## config.mk

```make
export PLATFORM = sky130hd
export DESIGN_NAME = sensor_frame_deframer_crc16_core_flat
export DESIGN_NICKNAME = d
export VERILOG_FILES = /design/src/hw/rtl/sfd_pkg.sv /design/src/hw/rtl/sfd_rx_if.sv /design/src/hw/rtl/sensor_frame_deframer_crc16_core.sv /design/src/flat_wrapper.sv
export SDC_FILE = /design/constraint.sdc
export NUM_CORES = 1
export LEC_CHECK = 0
export BUFFER_PORTS_ARGS = -buffer_cell sky130_fd_sc_hd__buf_2
export CAP_MARGIN = 10
export CORE_MARGIN = 2
export CORE_UTILIZATION = 40
export DETAILED_ROUTE_END_ITERATION = 16
export HOLD_SLACK_MARGIN = 0.02
export PLACE_DENSITY = 0.65
export SETUP_SLACK_MARGIN = 0.02
export SLEW_MARGIN = 20
export SYNTH_ARGS = -nofsm -noshare
export SYNTH_HDL_FRONTEND = slang
export SYNTH_SLANG_ARGS = --single-unit
```

## constraint.sdc

```tcl
create_clock -name clk_i -period 4.55 [get_ports clk_i]
set_clock_uncertainty 0.1 [all_clocks]
set_input_delay 0.6825 -clock clk_i [delete_from_list [all_inputs] [get_ports clk_i]]
set_output_delay 0.6825 -clock clk_i [all_outputs]
set_load 0.01 [all_outputs]
```

## src/hw/rtl/sfd_pkg.sv

```systemverilog
// Package for the sensor frame deframer: parser phases, verdict codes,
// frame constants and the byte-wise CRC-16 (poly 0x1021) update.
// No dependencies.
package sfd_pkg;

  typedef enum logic [6:0] {
    PH_HUNT   = 7'b0000001,
    PH_KIND   = 7'b0000010,
    PH_LEN_LO = 7'b0000100,
    PH_LEN_HI = 7'b0001000,
    PH_CRC_LO = 7'b0010000,
    PH_CRC_HI = 7'b0100000,
    PH_BODY   = 7'b1000000
  } phase_e;

  typedef enum logic [1:0] {
    VERDICT_PENDING  = 2'd0,
    VERDICT_CRC_GOOD = 2'd1,
    VERDICT_CRC_BAD  = 2'd2,
    VERDICT_OVERFLOW = 2'd3
  } verdict_e;

  localparam logic [7:0]  SYNC_BYTE = 8'h5A;
  localparam logic [7:0]  KIND_DATA = 8'hA5;
  localparam logic [7:0]  KIND_PING = 8'hA6;
  localparam logic [7:0]  KIND_SKIP = 8'hA7;
  localparam int unsigned SKIP_LEN  = 8;
  localparam logic [15:0] CRC_POLY  = 16'h1021;
  localparam logic [15:0] CRC_TOP   = 16'h8000;

  // One byte through the CRC, MSB first; unrolls into an XOR network.
  function automatic logic [15:0] crc_feed(input logic [15:0] crc, input logic [7:0] b);
    logic [15:0] c;
    c = crc ^ {b, 8'h00};
    for (int k = 0; k < 8; k++) begin
      if ((c & CRC_TOP) != 16'h0000) begin
        c = {c[14:0], 1'b0} ^ CRC_POLY;
      end else begin
        c = {c[14:0], 1'b0};
      end
    end
    return c;
  endfunction

  // CRC after the sync and data-type bytes.
  localparam logic [15:0] CRC_AFTER_HDR = crc_feed(crc_feed(16'h0000, SYNC_BYTE), KIND_DATA);

endpackage

```

## src/hw/rtl/sfd_rx_if.sv

```systemverilog
// Byte stream channel into the deframer: valid/ready plus one received byte.
// No dependencies.
interface sfd_rx_if;
  logic       valid;
  logic       ready;
  logic [7:0] rx_byte;

  modport source (output valid, output rx_byte, input ready);
  modport sink   (input valid, input rx_byte, output ready);
endinterface

// Payload channel out of the deframer: one payload byte with index and verdict.
interface sfd_tx_if;
  logic       valid;
  logic       ready;
  logic [7:0] payload_byte;
  logic [7:0] byte_index;
  logic       frame_end;
  logic [1:0] verdict;

  modport source (output valid, output payload_byte, output byte_index,
                  output frame_end, output verdict, input ready);
  modport sink   (input valid, input payload_byte, input byte_index,
                  input frame_end, input verdict, output ready);
endinterface

```

## src/hw/rtl/sensor_frame_deframer_crc16_core.sv

```systemverilog
// Sensor frame deframer top level: sync/type/length/CRC parser with a running
// CRC-16 and a registered payload output. Uses sfd_pkg, sfd_rx_if, sfd_tx_if.
//
//   channel | dir | payload                                        | transfer when
//   rx_i    | in  | rx_byte[7:0]                                   | valid & ready
//   tx_o    | out | payload_byte[7:0] byte_index[7:0] frame_end verdict[1:0] | valid & ready
//
// One byte per cycle while rx_i is ready; the parser state and CRC update in the cycle the
// byte transfers, and a payload byte appears on tx_o the next cycle.
// The output register decouples the sides: rx_i stays ready while tx_o is empty
// or its held byte transfers in the same cycle; a stalled tx_o stops rx_i.
// Reset returns the parser to sync hunting and empties the output register.
module sensor_frame_deframer_crc16_core #(
  parameter int unsigned MAX_PAYLOAD = 256
) (
  input  logic     clk_i,
  input  logic     rst_ni,
  sfd_rx_if.sink   rx_i,
  sfd_tx_if.source tx_o
);

  localparam int unsigned CW = $clog2(MAX_PAYLOAD + 1);

  sfd_pkg::phase_e phase_q, phase_d;
  logic            is_data_q, is_data_d;
  logic [15:0]     len_q, len_d;
  logic [15:0]     rcv_crc_q, rcv_crc_d;
  logic [15:0]     run_crc_q, run_crc_d;
  logic [CW-1:0]   cnt_q, cnt_d;

  logic            out_valid_q;
  logic [7:0]      out_byte_q, out_index_q;
  logic            out_end_q;
  sfd_pkg::verdict_e out_verdict_q;

  logic            emit;
  logic            emit_end;
  sfd_pkg::verdict_e emit_verdict;
  logic [CW-1:0]   cnt_inc;
  logic [15:0]     crc_body;
  logic            accept;

  assign rx_i.ready = !out_valid_q || tx_o.ready;
  assign accept     = rx_i.valid && rx_i.ready;
  assign cnt_inc    = cnt_q + CW'(1);
  assign crc_body   = sfd_pkg::crc_feed(run_crc_q, rx_i.rx_byte);

  always_comb begin
    phase_d      = phase_q;
    is_data_d    = is_data_q;
    len_d        = len_q;
    rcv_crc_d    = rcv_crc_q;
    run_crc_d    = run_crc_q;
    cnt_d        = cnt_q;
    emit         = 1'b0;
    emit_end     = 1'b0;
    emit_verdict = sfd_pkg::VERDICT_PENDING;
    unique case (phase_q)
      sfd_pkg::PH_HUNT: begin
        if (rx_i.rx_byte == sfd_pkg::SYNC_BYTE) phase_d = sfd_pkg::PH_KIND;
      end
      sfd_pkg::PH_KIND: begin
        is_data_d = (rx_i.rx_byte == sfd_pkg::KIND_DATA);
        priority if (rx_i.rx_byte == sfd_pkg::KIND_DATA) begin
          run_crc_d = sfd_pkg::CRC_AFTER_HDR;
          phase_d   = sfd_pkg::PH_LEN_LO;
        end else if (rx_i.rx_byte == sfd_pkg::KIND_PING) begin
          phase_d = sfd_pkg::PH_HUNT;
        end else if (rx_i.rx_byte == sfd_pkg::KIND_SKIP) begin
          cnt_d   = '0;
          phase_d = sfd_pkg::PH_BODY;
        end else begin
          // unknown type: keep waiting for a type byte
          phase_d = sfd_pkg::PH_KIND;
        end
      end
      sfd_pkg::PH_LEN_LO: begin
        len_d     = {8'h00, rx_i.rx_byte};
        run_crc_d = crc_body;
        phase_d   = sfd_pkg::PH_LEN_HI;
      end
      sfd_pkg::PH_LEN_HI: begin
        len_d     = {rx_i.rx_byte, len_q[7:0]};
        run_crc_d = crc_body;
        phase_d   = sfd_pkg::PH_CRC_LO;
      end
      sfd_pkg::PH_CRC_LO: begin
        rcv_crc_d = {8'h00, rx_i.rx_byte};
        phase_d   = sfd_pkg::PH_CRC_HI;
      end
      sfd_pkg::PH_CRC_HI: begin
        rcv_crc_d = {rx_i.rx_byte, rcv_crc_q[7:0]};
        cnt_d     = '0;
        phase_d   = sfd_pkg::PH_BODY;
      end
      sfd_pkg::PH_BODY: begin
        cnt_d = cnt_inc;
        if (!is_data_q) begin
          if (cnt_inc >= CW'(sfd_pkg::SKIP_LEN) || cnt_inc >= CW'(MAX_PAYLOAD)) begin
            phase_d = sfd_pkg::PH_HUNT;
          end
        end else begin
          run_crc_d = crc_body;
          emit      = 1'b1;
          // overflow check takes precedence over the length check
          priority if (cnt_inc >= CW'(MAX_PAYLOAD)) begin
            emit_end     = 1'b1;
            emit_verdict = sfd_pkg::VERDICT_OVERFLOW;
            phase_d      = sfd_pkg::PH_HUNT;
          end else if (17'(cnt_inc) >= {1'b0, len_q}) begin
            emit_end     = 1'b1;
            emit_verdict = (crc_body == rcv_crc_q) ? sfd_pkg::VERDICT_CRC_GOOD
                                                   : sfd_pkg::VERDICT_CRC_BAD;
            phase_d      = sfd_pkg::PH_HUNT;
          end else begin
            emit_end = 1'b0;
          end
        end
      end
      default: begin
        phase_d = sfd_pkg::PH_HUNT;
      end
    endcase
  end

  always_ff @(posedge clk_i or negedge rst_ni) begin
    if (!rst_ni) begin
      phase_q     <= sfd_pkg::PH_HUNT;
      is_data_q   <= 1'b0;
      len_q       <= '0;
      rcv_crc_q   <= '0;
      run_crc_q   <= '0;
      cnt_q       <= '0;
      out_valid_q <= 1'b0;
    end else begin
      if (accept) begin
        phase_q     <= phase_d;
        is_data_q   <= is_data_d;
        len_q       <= len_d;
        rcv_crc_q   <= rcv_crc_d;
        run_crc_q   <= run_crc_d;
        cnt_q       <= cnt_d;
        out_valid_q <= emit;
      end else if (tx_o.ready) begin
        out_valid_q <= 1'b0;
      end
    end
  end

  // Payload of the output register; load only when a byte is emitted.
  always_ff @(posedge clk_i) begin
    if (accept && emit) begin
      out_byte_q    <= rx_i.rx_byte;
      out_index_q   <= 8'(cnt_q);
      out_end_q     <= emit_end;
      out_verdict_q <= emit_verdict;
    end
  end

  assign tx_o.valid        = out_valid_q;
  assign tx_o.payload_byte = out_byte_q;
  assign tx_o.byte_index   = out_index_q;
  assign tx_o.frame_end    = out_end_q;
  assign tx_o.verdict      = out_verdict_q;

endmodule
```

## src/flat_wrapper.sv

```systemverilog
// flat-port wrapper written by rule: the top's interface ports become plain ports
module sensor_frame_deframer_crc16_core_flat 
#(
  parameter int unsigned MAX_PAYLOAD = 256
)
  (clk_i, rst_ni, rx_i_valid, rx_i_rx_byte, rx_i_ready, tx_o_valid, tx_o_payload_byte, tx_o_byte_index, tx_o_frame_end, tx_o_verdict, tx_o_ready);
  sfd_rx_if rx_i_i ();
  sfd_tx_if tx_o_i ();
  input  logic clk_i;
  input  logic rst_ni;
  input wire logic [$bits(rx_i_i.valid)-1:0] rx_i_valid;
  input wire logic [$bits(rx_i_i.rx_byte)-1:0] rx_i_rx_byte;
  output wire logic [$bits(rx_i_i.ready)-1:0] rx_i_ready;
  output wire logic [$bits(tx_o_i.valid)-1:0] tx_o_valid;
  output wire logic [$bits(tx_o_i.payload_byte)-1:0] tx_o_payload_byte;
  output wire logic [$bits(tx_o_i.byte_index)-1:0] tx_o_byte_index;
  output wire logic [$bits(tx_o_i.frame_end)-1:0] tx_o_frame_end;
  output wire logic [$bits(tx_o_i.verdict)-1:0] tx_o_verdict;
  input wire logic [$bits(tx_o_i.ready)-1:0] tx_o_ready;
  assign rx_i_i.valid = rx_i_valid;
  assign rx_i_i.rx_byte = rx_i_rx_byte;
  assign rx_i_ready = rx_i_i.ready;
  assign tx_o_valid = tx_o_i.valid;
  assign tx_o_payload_byte = tx_o_i.payload_byte;
  assign tx_o_byte_index = tx_o_i.byte_index;
  assign tx_o_frame_end = tx_o_i.frame_end;
  assign tx_o_verdict = tx_o_i.verdict;
  assign tx_o_i.ready = tx_o_ready;
  sensor_frame_deframer_crc16_core #(.MAX_PAYLOAD(MAX_PAYLOAD)) u_core (.clk_i(clk_i), .rst_ni(rst_ni), .rx_i(rx_i_i), .tx_o(tx_o_i));
endmodule
```

=== After elaboration in Yosys (flattened, before gate mapping) ===
Index checks and enable logic that the tools add are counted.

* Register bits: 85
* Output and inout bits: 21
* Word-level logic and storage cells: 103

* Add/sub/neg operators: 1
* Order comparisons: 3
* Equal/unequal tests: 20
* Muxes and demuxes: 35
* Bitwise operators: 11
* Reduce and logical (&&, ||, !) cells: 20

{| class="wikitable"
|+ Operators with widths
! kind !! number
|-
| 13-bit 2-to-1 mux || 8
|-
| 16-bit one-hot mux with 2 select lines || 2
|-
| 7-bit 2-to-1 mux || 8
|-
| 7-bit one-hot mux with 7 select lines || 1
|-
| 16-bit one-hot mux with 3 select lines || 1
|-
| 16-bit 2-to-1 mux || 2
|-
| 9-bit 2-to-1 mux || 3
|-
| 9-bit one-hot mux with 3 select lines || 1
|-
| 8-bit equality test (second input constant) || 3
|-
| 3-bit NOT || 8
|-
| 16-bit equality test || 1
|-
| 9-bit by 16-bit >= comparator with 1-bit output || 1
|-
| 16-bit bitwise XOR || 1
|-
| 9-bit by 1-bit adder with 9-bit output (second input constant) || 1
|-
| 9-bit by 4-bit >= comparator with 1-bit output (second input constant) || 1
|-
| 9-bit >= comparator (second input constant) || 1
|-
| 8-bit by 7-bit equality test with 1-bit output (second input constant) || 1
|-
| 2-bit by 1-bit inequality test with 1-bit output (second input constant) || 4
|-
| 2-bit AND reduction || 4
|-
| 4-bit AND reduction || 2
|-
| 7-bit by 1-bit equality test with 1-bit output (second input constant) || 1
|-
| 7-bit by 2-bit equality test with 1-bit output (second input constant) || 1
|-
| 7-bit by 3-bit equality test with 1-bit output (second input constant) || 1
|-
| 7-bit by 4-bit equality test with 1-bit output (second input constant) || 1
|-
| 17 further kinds || 32
|}

=== Depth between registers and ports, before layout ===
* Depth after elaboration: 21
* Gate-level depth with buffers: 13
* Gate-level depth less buffers: 12

=== Worst setup path before layout ===
Ideal clock, no wire load.

* Kind: reg-to-reg
* From: register u_core.cnt_q[0]
* To: register u_core.phase_q[1]
* Setup time: 125 ps
* Arrival: 2918 ps
* Required time: 4325 ps
* Path slack: 1408 ps
* Cell stages (with the launch flop): 13
* Buffers on the path: 1
* Period minus slack after synthesis: 3142 ps
* Cells stage by stage: dfrtp_1 ha_1 clkbuf_1 nand4_1 nor2_1 xor2_1 ha_1 a21oi_1 nor2_1 o31ai_1 nand3_1 o211ai_1 mux2_2

* Longest elaborated chain between the ends: 5

{| class="wikitable"
|+ Ends and longest elaborated chain
! what !! RTL line !! RTL
|-
| from (decl) || sensor_frame_deframer_crc16_core.sv:29 || <nowiki>logic [CW-1:0] cnt_q, cnt_d;</nowiki>
|-
| from (signal assigned) || sensor_frame_deframer_crc16_core.sv:142 || <nowiki>cnt_q <= cnt_d;</nowiki>
|-
| 9-bit by 1-bit adder with 9-bit output (*) || sensor_frame_deframer_crc16_core.sv:45 || <nowiki>assign cnt_inc = cnt_q + CW'(1);</nowiki>
|-
| 9-bit >= comparator or 9-bit by 4-bit >= comparator with 1-bit output (tied branches) || sensor_frame_deframer_crc16_core.sv:99, sensor_frame_deframer_crc16_core.sv:106 ||
|-
| 7-bit 2-to-1 mux or 1-bit logical OR (tied branches) || sensor_frame_deframer_crc16_core.sv:106, sensor_frame_deframer_crc16_core.sv:99 ||
|-
| 7-bit 2-to-1 mux or 3-bit by 1-bit inequality test with 1-bit output (tied branches) || -- ||
|-
| 7-bit one-hot mux with 7 select lines or 4-bit AND reduction (tied branches) || -- ||
|-
| to (signal assigned) || sensor_frame_deframer_crc16_core.sv:128 || <nowiki>phase_q <= sfd_pkg::PH_HUNT;</nowiki>
|-
| to (signal assigned) || sensor_frame_deframer_crc16_core.sv:137 || <nowiki>phase_q <= phase_d;</nowiki>
|-
| to (decl) || sensor_frame_deframer_crc16_core.sv:24 || <nowiki>sfd_pkg::phase_e phase_q, phase_d;</nowiki>
|}

Mark *: on every way between the ends. The rest lies on a longest branch, timed or not.
A chain may end at the register's enable or synchronous reset.

=== Worst setup path after layout ===
* From: register u_core.cnt_q[0]
* To: register u_core.phase_q[6]

The elaborated chain is that of the path after synthesis.

==> impl_metrics.yaml <==
power:
  p_leak_nw: 2.22
  p_seq_share_pct: 43.4
  power_frac_clock_pct: 27.4
  p_int_mw: 1.61
  power_density_nw_per_um2: 486
  p_sw_share_pct: 32.7
  max-vdd-ir-drop_uv: 228
  switchingPower_uw: 784
  combPwrFrac_pct: 29.2
global_route:
  gr-usage-all-layers_pct: 17.5
  grt_max_degree: 47
  grt_remaining_overflow: 0
  grt_pass1_wl_mm: 15.8
  antenna_found_initial: 0
  grt_pass1_vias: 3044
floorplanning:
  die_h_um: 109
  initial_core_util_pct: 40.8
  die_w_um: 109
  rows: 38
  fp.coreArea_sq_um: 10800
  pin_count: 33
  die_area_sq_um: 11900
clock_tree:
  ctsHoldBuffers: 0
  cts_resized: 0
  root_buffer: "clkbuf_8"
  cts_buffers: 9
  htreeDepth: 3
  clk_path_buf_depth: 2
  cts_setup_buffers: 0
  clkSinkCount: 85
  cts.clk_slew.worst_paths_ns: 0.09
  insertion_delay_ns: 0.36
  cts_tree: "built"
synth:
  netlist_area_sq_um: 4400
  synth_cell_type_count: 59
  yosys_warnings: 0
  syn-num-nets: 458
  yosysTopAreaCell: "dfrtp_1"
  synth_area_per_cell_sq_um: 10.1
  synth-edff-count: 19
  synthCells: 435
  async_flop_share_pct: 77.6
  ys_seq_area_share_pct: 50.5
  synth_top_cell_area_share_pct: 37.0
  synth-seq-cells: 85
  ys.flop_type: "dfrtp_1"
  synth_area_leaders: "dfrtp_1 37%, edfxtp_1 13%, nand2_1 7.2%, o21ai_0 4.2%, xnor2_1 3.8%"
sta:
  max_freq_ghz: 0.288
  post-route-period-util_pct: 76.4
  setup_tns_ns: 0
  period_minus_slack_ns: 3.48
  finalHoldViolCount: 0
  rsz0062_at_grt: "false"
  worst_slack_ns: 1.07
  setup_viol: 0
  tightest_slew_ns: 1.09
  slew_headroom_pct: 26.8
  slew_violations: 0
critical_path:
  reg2reg_to: "u_core.phase_q[6]$_DFFE_PN0P_"
  crit_start: "u_core.cnt_q[0]$_DFFE_PN0P_"
  start_kind: "register"
  ff2ff_path_depth: 12
  crit_path_max_fanout: 8
  timing.rr.start: "u_core.cnt_q[0]$_DFFE_PN0P_"
  path_class: "reg2reg"
  r2r_slack_ns: 1.07
  critical_path_required_ns: 4.69
  endpoint_kind: "register"
  crit_end: "u_core.phase_q[6]$_DFFE_PN0P_"
  cp.arrival_ns: 3.61
final_layout:
  drive_gt1_share_pct: 14.0
  area_growth_syn_to_layout_pct: 12.0
  layout.cells.most_common: "nand2_1"
  fin_area_sq_um: 4930
  fin_nets: 483
  diodes: 0
  utilization_pct: 45.7
  final_cell_mix: "84 x nand2_1, 65 x dfrtp_1, 37 x o21ai_0, 31 x buf_2, 22 x nor2_1"
route:
  wire_per_inst_um: 16.2
  drt_first_pass_iters: 5
  drt-initial-drc-count: 243
  wl_mm: 9.78
  vias: 3258
  ant_nets: 0
  drc: 0
  via_per_inst: 5.39
placed_design:
  preCtsSetupSlack_ns: 1.08
  hpwlAfterDp_mm: 6.81
  place_congestion: 0.842
  dpl_cell_area_sq_um: 4680
  port_buffers: 32
flow_run:
  max_cap_viol_count: 0
min_path:
  hold_path.class: "in2async"
run_status:
  outcome: "completed"
==> stage by stage <==
stage               std cells  total power [mW]  hold WS (ns)
CTS                       605              2.41         0.410
floorplan                 435              1.58         0.287
global placement          589              1.73         0.379
global route              605              2.54         0.254
finish                    605              2.40         0.217
detailed placement        589              1.75         0.388
==> worst max-delay path: stages (launching register included) <==
cell	delay [ns]
dfrtp_1	0.46
ha_1	0.31
nand4_1	0.14
nor2_1	0.07
xnor2_1	0.40
inv_1	0.09
ha_1	0.31
nand2_1	0.08
nor2_1	0.05
o31ai_1	0.31
nand3_1	0.13
o211ai_1	0.51
mux2_2	0.40
==> metal layers <==
layer | GRT usage (%) | vias up | part of all wire [%]
met2 | 27.7 | 89 | 47
li1 | - | 1587 | -
met4 | 5.40 | 0 | 1.1
met3 | 3.59 | 7 | 5.1
met1 | 24.1 | 1575 | 47
met5 | 0 | - | 0
==> cell type report <==
class / instances / area (sq um)
fillers: 1023 / 5860
multi-input cells: 314 / 2040
flip-flops and latches: 85 / 2220
clock inverters: 7 / 123
repair buffers: 36 / 193
clock buffers: 9 / 124
well taps: 140 / 175
inverters: 14 / 52.6
==> registers in the layout, indices dropped and copies added (netlist names) <==
name / flops
u_core.phase_q: 7
u_core.cnt_q: 9
u_core.rcv_crc_q: 16
u_core.tx_o.verdict: 2
u_core.tx_o.frame_end: 1
u_core.run_crc_q: 16
u_core.is_data_q: 1
u_core.len_q: 16
u_core.tx_o.byte_index: 8
u_core.tx_o.payload_byte: 8
u_core.tx_o.valid: 1
==> cells by family (layout without fill, tap and decap cells) <==
logic type / Yosys count / in the layout / synth area share (%)
fa+ha+maj: 11 / 11 / 3.13
flops: 85 / 85 / 50.5
compound gates: 89 / 89 / 13.5
xor+xnor: 41 / 41 / 9.24
buf+inv: 36 / 66 / 3.30
simple gates: 166 / 166 / 18.6
mux: 7 / 7 / 1.73
==> how the worst min path moves through the flow <==
stage                                    startpoint                              end  slack [ns]  cells after the start
CTS                     u_core.len_q[9]$_DFFE_PN0P_      u_core.len_q[9]$_DFFE_PN0P_        0.41                      1
detailed placement  u_core.rcv_crc_q[7]$_DFFE_PN0P_  u_core.rcv_crc_q[7]$_DFFE_PN0P_        0.39                      2
finish                                       rst_ni     u_core.len_q[10]$_DFFE_PN0P_        0.22                      1
global route                                 rst_ni     u_core.len_q[10]$_DFFE_PN0P_        0.25                      1
floorplan                                    rst_ni      u_core.cnt_q[0]$_DFFE_PN0P_        0.29                      0
global placement    u_core.rcv_crc_q[7]$_DFFE_PN0P_  u_core.rcv_crc_q[7]$_DFFE_PN0P_        0.38                      2
==> power by group through the flow <==
stage                     logic (mW)  clock network (mW)  registers (mW)
final                          0.700               0.656            1.04
after global routing           0.783               0.699            1.06
after CTS                      0.702               0.669            1.04
after detailed placement       0.698                   0            1.06
after global placement         0.678                   0            1.05
after floorplan                0.557                   0            1.02
==> Yosys cell counts (all sizes together), types with 4 or more instances <==
cell type / n
a22o: 11
or4: 4
nand3: 11
xnor2: 20
nor2b: 5
xor2: 19
mux2: 5
dfrtp: 65
o31ai: 11
nor2: 22
nand2b: 5
a21o: 4
clkbuf: 18
inv: 14
ha: 11
and2: 4
edfxtp: 19
o21ai: 37
buf: 4
nor3: 6
nand2: 84
No activity file was read; power rests on OpenSTA's default activity.
